`src/sv/midi_track_event_parser_top_assert.svh`:
```
// Assertion macros used by the parser core (mtep_core).
`ifndef MIDI_TRACK_EVENT_PARSER_TOP_ASSERT_SVH
`define MIDI_TRACK_EVENT_PARSER_TOP_ASSERT_SVH

// Same-cycle implication, sampled on clk_i, off while in reset.
`define MTEP_ASSERT_NOW(lbl, ante, cons, msg) \
  lbl: assert property (@(posedge clk_i) disable iff (!rst_ni) (ante) |-> (cons)) \
    else $error(msg);

// Next-cycle implication, sampled on clk_i, off while in reset.
`define MTEP_ASSERT_NEXT(lbl, ante, cons, msg) \
  lbl: assert property (@(posedge clk_i) disable iff (!rst_ni) (ante) |=> (cons)) \
    else $error(msg);

`endif

```
`src/sv/mtep_pkg.sv`:
```
// ----------------------------------------------------------------------------
// mtep_pkg
// Types shared by the MIDI track event parser modules.
// ----------------------------------------------------------------------------
`default_nettype none

package mtep_pkg;

  typedef struct packed {
    logic [7:0] data_byte;
    logic       track_start;
  } mtep_in_item_t;

  typedef struct packed {
    logic        kind;
    logic [7:0]  status;
    logic [3:0]  channel;
    logic [31:0] tick;
    logic [7:0]  meta_kind;
    logic [7:0]  byte_a;
    logic [7:0]  byte_b;
    logic [7:0]  byte_c;
    logic [7:0]  byte_d;
    logic [23:0] wide_value;
    logic        payload_last;
  } mtep_res_t;

endpackage

`default_nettype wire

```
`src/sv/mtep_in_if.sv`:
```
// ----------------------------------------------------------------------------
// mtep_in_if
// Input channel: one raw track byte per item.
// ----------------------------------------------------------------------------
`default_nettype none

interface mtep_in_if;
  logic       valid;
  logic       ready;
  logic [7:0] data_byte;
  logic       track_start;

  modport source (output valid, output data_byte, output track_start, input ready);
  modport sink (input valid, input data_byte, input track_start, output ready);
endinterface

`default_nettype wire

```
`src/sv/mtep_out_if.sv`:
```
// ----------------------------------------------------------------------------
// mtep_out_if
// Output channel: event records and payload bytes.
// ----------------------------------------------------------------------------
`default_nettype none

interface mtep_out_if;
  logic        valid;
  logic        ready;
  logic        kind;
  logic [7:0]  status;
  logic [3:0]  channel;
  logic [31:0] tick;
  logic [7:0]  meta_kind;
  logic [7:0]  byte_a;
  logic [7:0]  byte_b;
  logic [7:0]  byte_c;
  logic [7:0]  byte_d;
  logic [23:0] wide_value;
  logic        payload_last;

  modport source (
    output valid, output kind, output status, output channel, output tick,
    output meta_kind, output byte_a, output byte_b, output byte_c, output byte_d,
    output wide_value, output payload_last, input ready
  );
  modport sink (
    input valid, input kind, input status, input channel, input tick,
    input meta_kind, input byte_a, input byte_b, input byte_c, input byte_d,
    input wide_value, input payload_last, output ready
  );
endinterface

`default_nettype wire

```
`src/sv/midi_track_event_parser_top.sv`:
```
// ----------------------------------------------------------------------------
// midi_track_event_parser_top
// Standard MIDI file track event parser, one track byte per item.
// ----------------------------------------------------------------------------
// Usage:
//   in_i carries one track byte per item with track_start set on the first
//   byte of each track; that byte clears the tick, running status and parse
//   state before it is decoded.
//   out_o carries event records (kind 0) once a header is complete, and
//   sysex or text payload bytes (kind 1) with payload_last on the final one.
//   Most bytes (delta times, skipped meta data) produce no item.
//   Path: an accepted byte waits in the input register, is decoded when the
//   result register can load, and its result is registered there for out_o.
//   Throughput: one byte per cycle while out_o is not stalled; the parse
//   state updates in a single pass.
//   Stall: while out_o.ready is low and a result is held, the held input
//   byte waits and in_i.ready drops once the input register is full.
//   Reset: rst_ni clears both registers' valid flags and all parse state.
// ----------------------------------------------------------------------------
`default_nettype none

module midi_track_event_parser_top
  import mtep_pkg::*;
(
  input  wire logic  clk_i,
  input  wire logic  rst_ni,
  mtep_in_if.sink    in_i,
  mtep_out_if.source out_o
);

  logic          take;
  logic          free;
  logic          emit;
  mtep_in_item_t item;
  mtep_res_t     res;

  mtep_in_stage u_in_stage (
    .clk_i  (clk_i),
    .rst_ni (rst_ni),
    .in_i   (in_i),
    .free_i (free),
    .take_o (take),
    .item_o (item)
  );

  mtep_core u_core (
    .clk_i  (clk_i),
    .rst_ni (rst_ni),
    .take_i (take),
    .item_i (item),
    .emit_o (emit),
    .res_o  (res)
  );

  mtep_out_stage u_out_stage (
    .clk_i  (clk_i),
    .rst_ni (rst_ni),
    .take_i (take),
    .emit_i (emit),
    .res_i  (res),
    .free_o (free),
    .out_o  (out_o)
  );

endmodule

`default_nettype wire

```
`src/sv/mtep_in_stage.sv`:
```
// ----------------------------------------------------------------------------
// mtep_in_stage
// Input register: holds one byte item until the parser core takes it.
// ----------------------------------------------------------------------------
`default_nettype none

module mtep_in_stage
  import mtep_pkg::*;
(
  input  wire logic  clk_i,
  input  wire logic  rst_ni,
  mtep_in_if.sink    in_i,
  input  wire logic  free_i,
  output logic       take_o,
  output mtep_in_item_t item_o
);

  logic          valid_q, valid_d;
  mtep_in_item_t item_q;

  // Core takes the held item whenever the result register can load.
  assign take_o     = valid_q && free_i;
  assign in_i.ready = !valid_q || take_o;
  assign item_o     = item_q;

  always_comb begin
    valid_d = valid_q;
    if (in_i.ready) begin
      valid_d = in_i.valid;
    end
  end

  always_ff @(posedge clk_i or negedge rst_ni) begin
    if (!rst_ni) begin
      valid_q <= 1'b0;
    end else begin
      valid_q <= valid_d;
    end
  end

  always_ff @(posedge clk_i) begin
    if (in_i.ready && in_i.valid) begin
      item_q.data_byte   <= in_i.data_byte;
      item_q.track_start <= in_i.track_start;
    end
  end

endmodule

`default_nettype wire

```
`src/sv/mtep_core.sv`:
```
// ----------------------------------------------------------------------------
// mtep_core
// Parse state and single-pass decode of one track byte per taken item.
// ----------------------------------------------------------------------------
`default_nettype none

module mtep_core
  import mtep_pkg::*;
(
  input  wire logic          clk_i,
  input  wire logic          rst_ni,
  input  wire logic          take_i,
  input  wire mtep_in_item_t item_i,
  output logic               emit_o,
  output mtep_res_t          res_o
);

  `include "midi_track_event_parser_top_assert.svh"

  localparam logic [3:0] PH_DELTA    = 4'd0;
  localparam logic [3:0] PH_STATUS   = 4'd1;
  localparam logic [3:0] PH_DATA1    = 4'd2;
  localparam logic [3:0] PH_DATA2    = 4'd3;
  localparam logic [3:0] PH_SYSLEN   = 4'd4;
  localparam logic [3:0] PH_METATYPE = 4'd5;
  localparam logic [3:0] PH_METALEN  = 4'd6;
  localparam logic [3:0] PH_FIXED    = 4'd7;
  localparam logic [3:0] PH_PAYLOAD  = 4'd8;
  localparam logic [3:0] PH_SKIP     = 4'd9;

  localparam logic [7:0] ST_SYSEX    = 8'hF0;
  localparam logic [7:0] ST_ESCAPE   = 8'hF7;
  localparam logic [7:0] ST_META     = 8'hFF;
  localparam logic [7:0] META_SEQNUM = 8'h00;
  localparam logic [7:0] META_CHPFX  = 8'h20;
  localparam logic [7:0] META_EOT    = 8'h2F;
  localparam logic [7:0] META_TEMPO  = 8'h51;
  localparam logic [7:0] META_TIMSIG = 8'h58;
  localparam logic [7:0] META_KEYSIG = 8'h59;
  localparam logic [7:0] META_SEQSPC = 8'h7F;

  function automatic logic [2:0] fixed_len(input logic [7:0] m);
    logic [2:0] len;
    case (m)
      META_SEQNUM: len = 3'd3;
      META_CHPFX:  len = 3'd2;
      META_EOT:    len = 3'd1;
      META_TEMPO:  len = 3'd4;
      META_TIMSIG: len = 3'd5;
      META_KEYSIG: len = 3'd3;
      default:     len = 3'd0;
    endcase
    return len;
  endfunction

  function automatic logic is_text(input logic [7:0] m);
    return ((m >= 8'h01) && (m <= 8'h07)) || (m == META_SEQSPC);
  endfunction

  function automatic logic one_data(input logic [7:0] st);
    return (st[7:4] == 4'hC) || (st[7:4] == 4'hD);
  endfunction

  logic [3:0]  phase_q, phase_d, phase_e;
  logic [31:0] tick_q, tick_d, tick_e;
  logic [27:0] vacc_q, vacc_d, vacc_e;
  logic [7:0]  run_q, run_d, run_e;
  logic [7:0]  cur_st_q, cur_st_d, cur_st_e;
  logic [7:0]  cur_meta_q, cur_meta_d, cur_meta_e;
  logic [27:0] left_q, left_d, left_e;
  logic [2:0]  bidx_q, bidx_d, bidx_e;
  logic [7:0]  cap_q [4];
  logic [7:0]  cap_d [4];
  logic [7:0]  cap_e [4];

  logic [7:0]  b;
  logic [27:0] acc_new;
  logic        vl_end;
  logic [27:0] left_dec;
  logic [2:0]  bidx_inc;
  logic [1:0]  cap_sel;
  logic        emit;
  mtep_res_t   res;
  logic [7:0]  rec_st;

  assign b        = item_i.data_byte;
  assign acc_new  = {vacc_e[20:0], b[6:0]};
  assign vl_end   = !b[7];
  assign left_dec = left_e - 28'd1;
  assign bidx_inc = bidx_e + 3'd1;
  assign cap_sel  = 2'(bidx_e - 3'd1);

  // Track start clears the state before the byte is decoded.
  always_comb begin
    if (item_i.track_start) begin
      phase_e    = PH_DELTA;
      tick_e     = '0;
      vacc_e     = '0;
      run_e      = '0;
      cur_st_e   = '0;
      cur_meta_e = '0;
      left_e     = '0;
      bidx_e     = '0;
      for (int i = 0; i < 4; i++) cap_e[i] = '0;
    end else begin
      phase_e    = phase_q;
      tick_e     = tick_q;
      vacc_e     = vacc_q;
      run_e      = run_q;
      cur_st_e   = cur_st_q;
      cur_meta_e = cur_meta_q;
      left_e     = left_q;
      bidx_e     = bidx_q;
      for (int i = 0; i < 4; i++) cap_e[i] = cap_q[i];
    end
  end

  always_comb begin
    phase_d    = phase_e;
    tick_d     = tick_e;
    vacc_d     = vacc_e;
    run_d      = run_e;
    cur_st_d   = cur_st_e;
    cur_meta_d = cur_meta_e;
    left_d     = left_e;
    bidx_d     = bidx_e;
    for (int i = 0; i < 4; i++) cap_d[i] = cap_e[i];
    emit           = 1'b0;
    rec_st         = cur_st_e;
    res            = '0;
    res.tick       = tick_e;

    case (phase_e)
      PH_DELTA: begin
        vacc_d = acc_new;
        if (vl_end) begin
          tick_d  = tick_e + {4'd0, acc_new};
          vacc_d  = '0;
          phase_d = PH_STATUS;
        end
      end
      PH_STATUS: begin
        if (!b[7]) begin
          if (run_e == 8'd0) begin
            // No running status: empty record, byte restarts a delta time.
            cur_st_d = '0;
            rec_st   = '0;
            emit     = 1'b1;
            tick_d   = tick_e + {25'd0, b[6:0]};
            vacc_d   = '0;
            phase_d  = PH_STATUS;
          end else begin
            cur_st_d   = run_e;
            cur_meta_d = '0;
            rec_st     = run_e;
            if (one_data(run_e)) begin
              emit       = 1'b1;
              res.byte_a = b;
              phase_d    = PH_DELTA;
            end else begin
              cap_d[0] = b;
              phase_d  = PH_DATA2;
            end
          end
        end else begin
          cur_st_d   = b;
          cur_meta_d = '0;
          rec_st     = b;
          if (b < ST_SYSEX) begin
            run_d   = b;
            phase_d = PH_DATA1;
          end else if (b == ST_SYSEX || b == ST_ESCAPE) begin
            vacc_d  = '0;
            phase_d = PH_SYSLEN;
          end else if (b == ST_META) begin
            phase_d = PH_METATYPE;
          end else begin
            emit    = 1'b1;
            phase_d = PH_DELTA;
          end
        end
      end
      PH_DATA1: begin
        if (one_data(cur_st_e)) begin
          emit       = 1'b1;
          res.byte_a = b;
          phase_d    = PH_DELTA;
        end else begin
          cap_d[0] = b;
          phase_d  = PH_DATA2;
        end
      end
      PH_DATA2: begin
        emit       = 1'b1;
        res.byte_a = cap_e[0];
        res.byte_b = b;
        phase_d    = PH_DELTA;
      end
      PH_SYSLEN, PH_METALEN: begin
        vacc_d = acc_new;
        if (vl_end) begin
          left_d         = acc_new;
          vacc_d         = '0;
          emit           = 1'b1;
          res.meta_kind  = cur_meta_e;
          res.wide_value = (|acc_new[27:24]) ? 24'hFF_FFFF : acc_new[23:0];
          if (acc_new == 28'd0) begin
            phase_d = PH_DELTA;
          end else if (phase_e == PH_SYSLEN || is_text(cur_meta_e)) begin
            phase_d = PH_PAYLOAD;
          end else begin
            phase_d = PH_SKIP;
          end
        end
      end
      PH_METATYPE: begin
        cur_meta_d = b;
        if (fixed_len(b) == 3'd0) begin
          vacc_d  = '0;
          phase_d = PH_METALEN;
        end else begin
          bidx_d  = '0;
          phase_d = PH_FIXED;
        end
      end
      PH_FIXED: begin
        // Index zero is the length byte; data bytes land in cap[0..3].
        if (bidx_e >= 3'd1 && bidx_e <= 3'd4) begin
          cap_d[cap_sel] = b;
        end
        bidx_d = bidx_inc;
        if (bidx_inc >= fixed_len(cur_meta_e)) begin
          phase_d       = PH_DELTA;
          emit          = 1'b1;
          res.meta_kind = cur_meta_e;
          case (cur_meta_e)
            META_SEQNUM: res.wide_value = {8'd0, cap_d[0], cap_d[1]};
            META_TEMPO:  res.wide_value = {cap_d[0], cap_d[1], cap_d[2]};
            META_TIMSIG: begin
              res.byte_a = cap_d[0];
              res.byte_b = cap_d[1];
              res.byte_c = cap_d[2];
              res.byte_d = cap_d[3];
            end
            META_KEYSIG: begin
              res.byte_a = cap_d[0];
              res.byte_b = cap_d[1];
            end
            default: ;
          endcase
        end
      end
      PH_PAYLOAD: begin
        left_d            = left_dec;
        emit              = 1'b1;
        res.kind          = 1'b1;
        res.meta_kind     = cur_meta_e;
        res.byte_a        = b;
        res.payload_last  = (left_dec == 28'd0);
        if (left_dec == 28'd0) begin
          phase_d = PH_DELTA;
        end
      end
      PH_SKIP: begin
        left_d = left_dec;
        if (left_dec == 28'd0) begin
          phase_d = PH_DELTA;
        end
      end
      default: begin
        // Unused phase code: treat the byte as a fresh delta time.
        vacc_d  = {21'd0, b[6:0]};
        phase_d = PH_DELTA;
        if (vl_end) begin
          tick_d  = tick_e + {25'd0, b[6:0]};
          vacc_d  = '0;
          phase_d = PH_STATUS;
        end
      end
    endcase

    res.status  = (rec_st >= 8'h80 && rec_st < ST_SYSEX) ? {rec_st[7:4], 4'h0} : rec_st;
    res.channel = rec_st[3:0];
  end

  assign emit_o = take_i && emit;
  assign res_o  = res;

  always_ff @(posedge clk_i or negedge rst_ni) begin
    if (!rst_ni) begin
      phase_q    <= PH_DELTA;
      tick_q     <= '0;
      vacc_q     <= '0;
      run_q      <= '0;
      cur_st_q   <= '0;
      cur_meta_q <= '0;
      left_q     <= '0;
      bidx_q     <= '0;
      for (int i = 0; i < 4; i++) cap_q[i] <= '0;
    end else if (take_i) begin
      phase_q    <= phase_d;
      tick_q     <= tick_d;
      vacc_q     <= vacc_d;
      run_q      <= run_d;
      cur_st_q   <= cur_st_d;
      cur_meta_q <= cur_meta_d;
      left_q     <= left_d;
      bidx_q     <= bidx_d;
      for (int i = 0; i < 4; i++) cap_q[i] <= cap_d[i];
    end
  end

  `MTEP_ASSERT_NOW(a_start_no_result, take_i && item_i.track_start, !emit_o,
                   "track start byte produced a result")
  `MTEP_ASSERT_NEXT(a_last_ends_event, emit_o && res_o.kind && res_o.payload_last,
                    phase_q == PH_DELTA, "last payload byte did not end the event")
  `MTEP_ASSERT_NOW(a_fixed_index, phase_q == PH_FIXED, bidx_q <= 3'd4,
                   "fixed meta byte index out of range")

endmodule

`default_nettype wire

```
`src/sv/mtep_out_stage.sv`:
```
// ----------------------------------------------------------------------------
// mtep_out_stage
// Result register: holds one result item until the receiver takes it.
// ----------------------------------------------------------------------------
`default_nettype none

module mtep_out_stage
  import mtep_pkg::*;
(
  input  wire logic      clk_i,
  input  wire logic      rst_ni,
  input  wire logic      take_i,
  input  wire logic      emit_i,
  input  wire mtep_res_t res_i,
  output logic           free_o,
  mtep_out_if.source     out_o
);

  logic      valid_q, valid_d;
  mtep_res_t res_q;

  assign free_o = !valid_q || out_o.ready;

  always_comb begin
    valid_d = valid_q;
    if (take_i) begin
      valid_d = emit_i;
    end else if (out_o.ready) begin
      valid_d = 1'b0;
    end
  end

  always_ff @(posedge clk_i or negedge rst_ni) begin
    if (!rst_ni) begin
      valid_q <= 1'b0;
    end else begin
      valid_q <= valid_d;
    end
  end

  always_ff @(posedge clk_i) begin
    if (take_i && emit_i) begin
      res_q <= res_i;
    end
  end

  assign out_o.valid        = valid_q;
  assign out_o.kind         = res_q.kind;
  assign out_o.status       = res_q.status;
  assign out_o.channel      = res_q.channel;
  assign out_o.tick         = res_q.tick;
  assign out_o.meta_kind    = res_q.meta_kind;
  assign out_o.byte_a       = res_q.byte_a;
  assign out_o.byte_b       = res_q.byte_b;
  assign out_o.byte_c       = res_q.byte_c;
  assign out_o.byte_d       = res_q.byte_d;
  assign out_o.wide_value   = res_q.wide_value;
  assign out_o.payload_last = res_q.payload_last;

endmodule

`default_nettype wire
```
`src/flat_wrapper.sv`:
```
// flat-port wrapper written by rule: the top's interface ports become plain ports
module midi_track_event_parser_top_flat import mtep_pkg::*;
  (clk_i, rst_ni, in_i_valid, in_i_data_byte, in_i_track_start, in_i_ready, out_o_valid, out_o_kind, out_o_status, out_o_channel, out_o_tick, out_o_meta_kind, out_o_byte_a, out_o_byte_b, out_o_byte_c, out_o_byte_d, out_o_wide_value, out_o_payload_last, out_o_ready);
  mtep_in_if in_i_i ();
  mtep_out_if out_o_i ();
  input  wire logic clk_i;
  input  wire logic rst_ni;
  input wire logic [$bits(in_i_i.valid)-1:0] in_i_valid;
  input wire logic [$bits(in_i_i.data_byte)-1:0] in_i_data_byte;
  input wire logic [$bits(in_i_i.track_start)-1:0] in_i_track_start;
  output wire logic [$bits(in_i_i.ready)-1:0] in_i_ready;
  output wire logic [$bits(out_o_i.valid)-1:0] out_o_valid;
  output wire logic [$bits(out_o_i.kind)-1:0] out_o_kind;
  output wire logic [$bits(out_o_i.status)-1:0] out_o_status;
  output wire logic [$bits(out_o_i.channel)-1:0] out_o_channel;
  output wire logic [$bits(out_o_i.tick)-1:0] out_o_tick;
  output wire logic [$bits(out_o_i.meta_kind)-1:0] out_o_meta_kind;
  output wire logic [$bits(out_o_i.byte_a)-1:0] out_o_byte_a;
  output wire logic [$bits(out_o_i.byte_b)-1:0] out_o_byte_b;
  output wire logic [$bits(out_o_i.byte_c)-1:0] out_o_byte_c;
  output wire logic [$bits(out_o_i.byte_d)-1:0] out_o_byte_d;
  output wire logic [$bits(out_o_i.wide_value)-1:0] out_o_wide_value;
  output wire logic [$bits(out_o_i.payload_last)-1:0] out_o_payload_last;
  input wire logic [$bits(out_o_i.ready)-1:0] out_o_ready;
  assign in_i_i.valid = in_i_valid;
  assign in_i_i.data_byte = in_i_data_byte;
  assign in_i_i.track_start = in_i_track_start;
  assign in_i_ready = in_i_i.ready;
  assign out_o_valid = out_o_i.valid;
  assign out_o_kind = out_o_i.kind;
  assign out_o_status = out_o_i.status;
  assign out_o_channel = out_o_i.channel;
  assign out_o_tick = out_o_i.tick;
  assign out_o_meta_kind = out_o_i.meta_kind;
  assign out_o_byte_a = out_o_i.byte_a;
  assign out_o_byte_b = out_o_i.byte_b;
  assign out_o_byte_c = out_o_i.byte_c;
  assign out_o_byte_d = out_o_i.byte_d;
  assign out_o_wide_value = out_o_i.wide_value;
  assign out_o_payload_last = out_o_i.payload_last;
  assign out_o_i.ready = out_o_ready;
  midi_track_event_parser_top u_core (.clk_i(clk_i), .rst_ni(rst_ni), .in_i(in_i_i), .out_o(out_o_i));
endmodule
```
`config.mk`:
```
export PLATFORM = sky130hd
export DESIGN_NAME = midi_track_event_parser_top_flat
export DESIGN_NICKNAME = d
export VERILOG_FILES = /design/src/sv/mtep_pkg.sv /design/src/sv/mtep_in_if.sv /design/src/sv/mtep_out_if.sv /design/src/sv/midi_track_event_parser_top.sv /design/src/sv/mtep_in_stage.sv /design/src/sv/mtep_core.sv /design/src/sv/mtep_out_stage.sv /design/src/flat_wrapper.sv
export VERILOG_INCLUDE_DIRS = /design/src /design/src/sv
export SDC_FILE = /design/constraint.sdc
export NUM_CORES = 1
export LEC_CHECK = 0
export ABC_AREA = 1
export BUFFER_PORTS_ARGS = -buffer_cell sky130_fd_sc_hd__buf_2
export CORE_MARGIN = 2
export CORE_UTILIZATION = 61
export DETAILED_ROUTE_END_ITERATION = 8
export HOLD_SLACK_MARGIN = 0.15
export PLACE_DENSITY = 0.9
export SLEW_MARGIN = 15
export SYNTH_ARGS = -nofsm -noshare
export SYNTH_HDL_FRONTEND = slang
export SYNTH_HIERARCHICAL = 1
export SYNTH_SLANG_ARGS = --single-unit
export TNS_END_PERCENT = 20
```
`constraint.sdc`:
```
create_clock -name clk_i -period 14.3 [get_ports clk_i]
set_clock_uncertainty 0.2 [all_clocks]
set_input_delay 3.575 -clock clk_i [delete_from_list [all_inputs] [get_ports clk_i]]
set_output_delay 3.575 -clock clk_i [all_outputs]
set_load 0.01 [all_outputs]
```
## Yosys cells after proc, flatten, opt, wreduce, memory -nomap -nowiden

Index checks and enable logic that the tools add are counted.

| word-level totals | value |
|---|---|
| bits in registers | 272 |
| input port bits | 13 |
| output and inout port bits | 112 |
| word-level logic and storage cells | 200 |

| cells by class | value |
|---|---|
| add/sub/neg operators | 5 |
| magnitude comparators | 10 |
| equality and inequality tests | 27 |
| multiplexer cells | 93 |
| bitwise operators | 1 |
| reduce and logical (&&, ||, !) cells | 36 |

Operators by type and width:

| operator | count |
|---|---|
| $mux W28 | 9 |
| $mux W32 | 7 |
| $mux W8 | 18 |
| $pmux W28 S4 | 1 |
| $pmux W24 S2 | 2 |
| $pmux W32 S3 | 1 |
| $mux W24 | 3 |
| $mux W64 | 1 |
| $eq A8 B7 Y1 const B | 7 |
| $logic_not A28 Y1 | 2 |
| $pmux W28 S2 | 1 |
| $pmux W8 S3 | 2 |
| $pmux W8 S5 | 1 |
| $mux W4 | 9 |
| $add A32 B28 Y32 | 1 |
| $add A32 B7 Y32 | 1 |
| $bwmux W32 | 1 |
| $eq A8 B6 Y1 const B | 4 |
| $mux W16 | 2 |
| $pmux W4 S8 | 1 |
| $pmux W8 S2 | 2 |
| $pmux W3 S5 | 2 |
| $mux W7 | 4 |
| $sub A28 B1 Y28 const B | 1 |
| other kinds (36) | 89 |

## Depth between registers and ports, before layout

Gate-level depths: netlist (run 1).

| depth | value |
|---|---|
| word-level depth | 12 |
| gate-level depth with buffers | 26 |
| gate-level depth less buffers | 22 |

## Hierarchy

Netlist (run 1), hierarchy kept.

By module, submodules not included:

| module | times used | cells an instance | area each (µm²) |
|---|---|---|---|
| mtep_core | 1 | 2205 | 13421.6 |
| mtep_out_stage | 1 | 118 | 3354.5 |
| mtep_in_stage | 1 | 17 | 322.8 |

## Worst setup path before layout (run 1)

Ideal clock, no wire load.

| path | value |
|---|---|
| kind | input to output |
| start point | in out_o_ready |
| end point | out in_i_ready |
| data arrival time | 3809 ps |
| required time | 10525 ps |
| slack | 6716 ps |
| cell stages on the path | 4 |
| path through | inv_1 nand2_1 inv_1 nand2_1 |

| between the ends | value |
|---|---|
| word-level cells in the longest chain between the ends | 3 |

Ends and longest elaborated chain:

| element | line | source |
|---|---|---|
| start: declaration | flat_wrapper.sv:24 | `input wire logic [$bits(out_o_i.ready)-1:0] out_o_ready;` |
| $logic_or A1 B1 Y1 | mtep_out_stage.sv:22 | `assign free_o = !valid_q \|\| out_o.ready;` |
| net u_core.free | midi_track_event_parser_top.sv:32 | `logic free;` |
| $logic_and A1 B1 Y1 | mtep_in_stage.sv:22 | `assign take_o = valid_q && free_i;` |
| $logic_or A1 B1 Y1 | mtep_in_stage.sv:23 | `assign in_i.ready = !valid_q \|\| take_o;` |
| end: declaration | flat_wrapper.sv:11 | `output wire logic [$bits(in_i_i.ready)-1:0] in_i_ready;` |

The timed path passes the listed nets, and every way through them passes these cells.

## Worst setup path in the final report (run 1)

Same ends and word-level chain as after synthesis.

==> metrics, run 1 <==
clock slew at reported path FFs=60 ps; Avg Inst Size Synth=7.31 um^2; peak supply drop=0.0943 mV; footprint of the multi-input gates=0.00836 mm^2; Distinct cells, synth=54; RSZ-0062 raised after global routing=false; vias=17800; Cells after DPL=2759; CTS Hold Bufs=0; first-pass GRT wire length=88.9 mm; number of synthesized register bits=265; Critical Path Fanout Max=2; Critical Path Slowest Stage Cell=buf_2; Fill cells=2326; # Post-CTS Setup Buffers=0; Max Root-Sink Buffers=3; Die Width=171 um; mean routed wirelength per cell=20.3 um; Cells after Synth=2340; Post-synth EDFFs=119; TNS Setup=0 ps; Mapped Area=0.0171 mm^2; largest net degree at the start of global routing=82; starting density of the core=0.617; Achievable Freq=127 MHz; fin crit share=0.550; final setup vio count=0; xor and xnor area share after synthesis=0.00615; r2r setup slk=8010 ps; top cells by count, synth=nand2_1, nor2_1, inv_1; H-tree depth=1; register area=0.00723 mm^2; antenna violations before repair=0; Yosys top cell area share=0.214; min-delay worst type=register to register; Worst path max stage delay=140 ps; final WL=57.0 mm; Area contributors post-synth=dfrtp_1, edfxtp_1, nand2_1; DRC violations left=0; nets=2464; outcome=completed; critical-path cell list=buf_2 > inv_1 > nand2_1 > inv_1 > nand2_1 > buf_2; non-filler cells, final=2812; number of port buffers=124; Core ar.=0.0277 mm^2; main combinational cell family by area after synthesis=simple AND/OR/NAND/NOR gates; GP Congestion=1.01; Chip Height=171 um; startpoint types=input port; Pwr per Cell Area=128 mW/mm^2; FP Rows=61; max-slew violation count=0; layout cells sized above 1=0.100; CTS root buf=clkbuf_16; post-synthesis mux area share=0; Detail Route Antenna Nets=0; ys flop type=dfrtp_1; MaxCap Viol Count=0; sequential fraction of the synthesis area=0.423; Worst setup EP type=primary output; area leader, netlist=dfrtp_1; CP Data Required Time=10520 ps; Hold Fails Final Rpt=0; clock tree sinks=265; Ports=125; compound-cell area share of the yosys netlist=0.190; final global-route overflow total=0; DR iter-0 viols=2574; Post-synth ARST share=0.551; CTS tree=yes; Post-DP HPWL=39.3 mm; slew at the pin with the worst max-slew slack=940 ps; post-synthesis net count=2392; leakage power=8.40 nW; Synth Area in Adders=0.0290; number of CTS-inserted buffers=29; first-pass iteration count of the detailed router=7; area added between synthesis and finish=10.5%; Ys Warns=6; GRT Overall Usage=0.387; Vias/cell=6.33; critical path arrival=4090 ps; min Tclk post-route=7860 ps; die area=0.0294 mm^2; count leader, synth=nand2_1; simple-gate share of the synthesized area=0.264; vias in the first global route=16800; n_diodes=0; worst skew pair latency=560 ps; WS Path Type=input port to primary output; max_slew headroom=0.373; post-cts sizing count=0
-- cells in the final DEF (no fill, tap or decap), types with 16 or more instances in the layout --
cell,synthesis,layout
buf_2,25,123
o221ai_1,34,34
a221oi_1,27,27
edfxtp_1,119,119
nor3_1,35,35
buf_4,5,20
nor2_2,15,16
o21ai_1,22,22
inv_1,272,270
o211ai_1,20,20
nand3_1,121,121
nand4_1,21,21
nand2_1,562,562
ha_1,38,38
clkbuf_16,0,29
a21oi_1,129,129
dfrtp_1,146,146
a31oi_1,27,27
nor2_1,306,305
o22ai_1,21,21
a22oi_1,22,22
o21ai_0,196,196
-- worst paths after layout --
path	start	to	cells past startpoint
max	out_o_ready	in_i_ready	6
min	u_core/u_core/tick_q[30]	u_core/u_core/tick_q[30]	2
max reg2reg	u_core/u_in_stage/item_o[0]	u_core/u_out_stage/out_o.wide_value[19]	19
min reg2reg	u_core/u_core/tick_q[30]	u_core/u_core/tick_q[30]	2
max in group asynchronous	rst_ni	u_core/u_core/tick_q[3]	2
min in group asynchronous	rst_ni	u_core/u_core/left_q[25]	1
-- final cells by class --
class                   instances  share of cell area
well taps                     378              0.0250
repair buffers                144              0.0411
multi-input cells            1687               0.442
clock buffers                  32              0.0401
clock inverters                21              0.0120
inverters                     285              0.0569
flip-flops and latches        265               0.382
-- power by group --
part	switching [W]	total, W	internal (W)
Sequential	0.0000621	0.000958	0.000896
Combinational	0.000495	0.000687	0.000192
Clock	0.000335	0.000777	0.000442
-- critical path: cells and delay by family --
| kind | cells | cell delay (ps) |
|---|---|---|
| simple gates | 2 | 130 |
| buf+inv | 4 | 380 |
-- metrics by stage --
stage | hold slack, ps | utilization | worst slack (ps) | cell area [um^2] | total power, W
finish | 288 | 0.682 | 6440 | 18900 | 0.00242
global route | 299 | 0.682 | 6410 | 18900 | 0.00253
CTS | 288 | 0.682 | 6440 | 18900 | 0.00240
detailed placement | 270 | 0.647 | 6440 | 17900 | 0.00162
global placement | 262 | 0.647 | 6480 | 17900 | 0.00160
floorplan | 249 | - | 6720 | 17100 | 0.00143
-- metal layers --
metal | vias to the layer above | part of all wire | GRT usage
li1 | 8043 | - | -
met1 | 8217 | 0.37 | 0.497
met2 | 1231 | 0.45 | 0.608
met3 | 296 | 0.11 | 0.0789
met4 | 0 | 0.063 | 0.227
met5 | - | 0 | 0
-- flip-flops by register name, summed over array words and instances, names as in the netlist --
register and count:
u_core/u_core/cap_q 32, u_core/u_out_stage/out_o.kind 1, u_core/u_out_stage/out_o.wide_value 24, u_core/u_out_stage/out_o.payload_last 1, u_core/u_core/cur_meta_q 8, u_core/u_core/tick_q 32
u_core/u_out_stage/out_o.valid 1, u_core/u_core/run_q 8, u_core/u_in_stage/valid_q 1, u_core/u_core/left_q 28, u_core/u_in_stage/item_o 9, u_core/u_out_stage/out_o.status 8
u_core/u_out_stage/out_o.tick 32, u_core/u_out_stage/out_o.byte_a 8, u_core/u_out_stage/out_o.byte_b 8, u_core/u_out_stage/out_o.meta_kind 8, u_core/u_core/bidx_q 3, u_core/u_out_stage/out_o.channel 4
u_core/u_core/vacc_q 21, u_core/u_out_stage/out_o.byte_c 8, u_core/u_out_stage/out_o.byte_d 8, u_core/u_core/cur_st_q 8, u_core/u_core/phase_q 4
-- cell families (layout without fill, tap and decap cells) --
kind of cell,count (synthesis),after routing
buffers and inverters,388,482
and+or+nand+nor,1093,1093
AOI/OAI and AO/OA,543,543
DFF,265,265
xor gates and xnor gates,12,12
adders and majority gates,39,39
No activity file was read; power rests on OpenSTA's default activity.
==> inputs of run 2 (changes only) <==
ABC_AREA = 0   (was 1)
CORE_UTILIZATION = 55   (was 61)
PLACE_DENSITY = 0.86   (was 0.9)
clock period = 7.1 ns   (was 14.3 ns; I/O delays follow)
==> metrics, run 2 <==
mean routed wirelength per cell=23.1 um (+14%); number of CTS-inserted buffers=29 (unchanged); Pwr per Cell Area=279 mW/mm^2 (+120%); outcome=completed; H-tree depth=1 (unchanged); CTS root buf=clkbuf_16; reg-to-reg critical path startpoint=u_core/u_in_stage/item_o[0]; Worst Setup SP=u_core/u_in_stage/item_o[0]; critical path endpoint=u_core/u_out_stage/out_o.tick[12]; fin crit share=0.722; layout cells sized above 1=0.135 (+0.0348); final global-route overflow total=0 (unchanged); area added between synthesis and finish=11.3%; Post-DP HPWL=32.7 mm (-17%); CTS Hold Bufs=0 (unchanged); Ys Warns=6 (unchanged); Chip Height=173 um (+0.73%); r2r setup slk=1970 ps (-6040 ps); Distinct cells, synth=101 (+87%); RSZ-0062 raised after global routing=false; slew at the pin with the worst max-slew slack=1110 ps (+170 ps); min-delay worst type=register to register; register area=0.00723 mm^2 (unchanged); n_diodes=0 (unchanged); number of synthesized register bits=265 (unchanged); clock tree sinks=265 (unchanged); FP Rows=61 (unchanged); Post-synth EDFFs=119 (unchanged); Cells after DPL=2042 (-26%); Mapped Area=0.0156 mm^2 (-8.5%); Ports=125 (unchanged); Hold WS=267 ps (-21.4 ps); most frequent cells in the layout=dfrtp_1, nand2_1, nor2_1; post-cts sizing count=0 (unchanged); starting density of the core=0.560 (-0.0570); sequential fraction of the synthesis area=0.462 (+0.0392); area leader, netlist=dfrtp_1; Worst Reg-to-Reg Cells=14 (-5); peak supply drop=0.234 mV (+150%); top cells by count, synth=dfrtp_1, nand2_1, nor2_1; max-slew violation count=0 (unchanged); WS Path Type=register to register; Post-synth ARST share=0.551 (unchanged); footprint of the multi-input gates=0.00782 mm^2 (-6.5%); post-synthesis net count=1677 (-30%); Worst setup EP type=register; Core ar.=0.0279 mm^2 (+0.83%); commonest non-fill, non-tap cell in the layout=dfrtp_1; worst skew pair latency=560 ps (about the same); critical path arrival=5150 ps (+1060 ps); TNS Setup=0 ps (unchanged); leakage power=7.04 nW (-16%); Cells after Synth=1625 (-31%); max_slew headroom=0.258 (-0.115); Yosys top cell area share=0.233 (+0.0198); min Tclk post-route=5130 ps; die area=0.0298 mm^2 (+1.5%); Vias/cell=6.84 (+8.1%); first-pass iteration count of the detailed router=8 (+1); Achievable Freq=195 MHz; GP Congestion=1.02 (+1.3%); worst r2r dst=u_core/u_out_stage/out_o.tick[12]; nets=1747 (-29%); pre-CTS WS=2140 ps (-4310 ps); antenna violations before repair=1 (+1); Die Width=173 um (+0.73%); vias=14300 (-19%); final WL=48.4 mm (-15%); Fill cells=2214 (-4.8%); Avg Inst Size Synth=9.63 um^2 (+32%); Area contributors post-synth=dfrtp_1, edfxtp_1, a22o_1; Max Root-Sink Buffers=3 (unchanged); MaxCap Viol Count=0 (unchanged); number of port buffers=124 (unchanged); DR iter-0 viols=2325 (-9.7%); largest net degree at the start of global routing=122 (+49%); startpoint types=register; CTS tree=yes; GRT Overall Usage=0.317 (-0.0696); # Post-CTS Setup Buffers=0 (unchanged); Hold Fails Final Rpt=0 (unchanged); clock slew at reported path FFs=60 ps (about the same); final setup vio count=0 (unchanged); Critical Path Fanout Max=65 (+63); non-filler cells, final=2096 (-25%); DRC violations left=0 (unchanged); CP Data Required Time=7130 ps (-3390 ps); first-pass GRT wire length=76.1 mm (-14%); setup ws final=1970 ps (-4460 ps); vias in the first global route=13200 (-21%); Detail Route Antenna Nets=0 (unchanged); count leader, synth=dfrtp_1; ys flop type=dfrtp_1
==> run 2: worst min-delay path by stage <==
| stage | startpoint | endpoint | slack (ps) | depth (start not counted) |
|---|---|---|---|---|
| after floorplan | u_core/u_core/tick_q[6] | u_core/u_core/tick_q[6] | 240 | 2 |
| after global placement | u_core/u_core/cap_q[21] | u_core/u_core/cap_q[21] | 250 | 2 |
| after detailed placement | u_core/u_core/tick_q[6] | u_core/u_core/tick_q[6] | 260 | 2 |
| after CTS | u_core/u_core/tick_q[6] | u_core/u_core/tick_q[6] | 270 | 2 |
| after global routing | u_core/u_core/tick_q[6] | u_core/u_core/tick_q[6] | 300 | 2 |
| final | u_core/u_core/tick_q[6] | u_core/u_core/tick_q[6] | 270 | 2 |
==> run 2: kinds of logic (layout without fill, tap and decap cells) <==
group           count (synthesis)  in the layout  share of synthesized area
compound gates                525            525                      0.227
xor+xnor                       34             34                     0.0190
fa+ha+maj                      40             40                     0.0323
buf+inv                       142            235                     0.0387
flops                         265            265                      0.462
mux                            14             14                    0.00912
simple gates                  605            605                      0.212
==> run 2: worst max-delay path, cell delays in order (launching register included) <==
cell and delay (ps):
edfxtp_1 450, inv_2 290, nand4_1 200, nor4_2 330
nand2_1 130, nor2_1 110, a211oi_1 70, ha_1 330
a21o_1 170, a21o_1 210, a211oi_1 910, nor4b_1 390
nor2_1 80, and2_4 410, buf_4 460
==> run 2: power breakdown <==
part | leakage [nW] | switching, W | internal, W | total (W)
clock | 0.468 | 0.000634 | 0.000886 | 0.00152
combinational | 3.51 | 0.000888 | 0.000480 | 0.00137
sequential | 3.06 | 0.000189 | 0.00178 | 0.00197
==> run 2: per-stage QoR <==
step	area (um^2)	power, W	util
CTS	17400	0.00482	0.623
global route	17400	0.00507	0.623
detailed placement	16400	0.00331	0.589
floorplan	15600	0.00293	-
global placement	16400	0.00328	0.589
finish	17400	0.00486	0.623
==> run 2: layer usage <==
metal | vias to the layer above | routed length (um) | GRT usage
met3 | 191 | 6200 | 0.0717
met4 | 0 | 2130 | 0.133
met1 | 6798 | 19300 | 0.458
li1 | 6278 | - | -
met2 | 1062 | 20700 | 0.463
met5 | - | 0 | 0
==> run 2: final cells by class <==
type                            count  area share
Inverter                           38     0.00819
Tap cell                          378      0.0272
Clock inverter                     16     0.00848
Multi-Input combinational cell   1218       0.449
Timing Repair Buffer              143      0.0449
Clock buffer                       38      0.0471
Sequential cell                   265       0.415
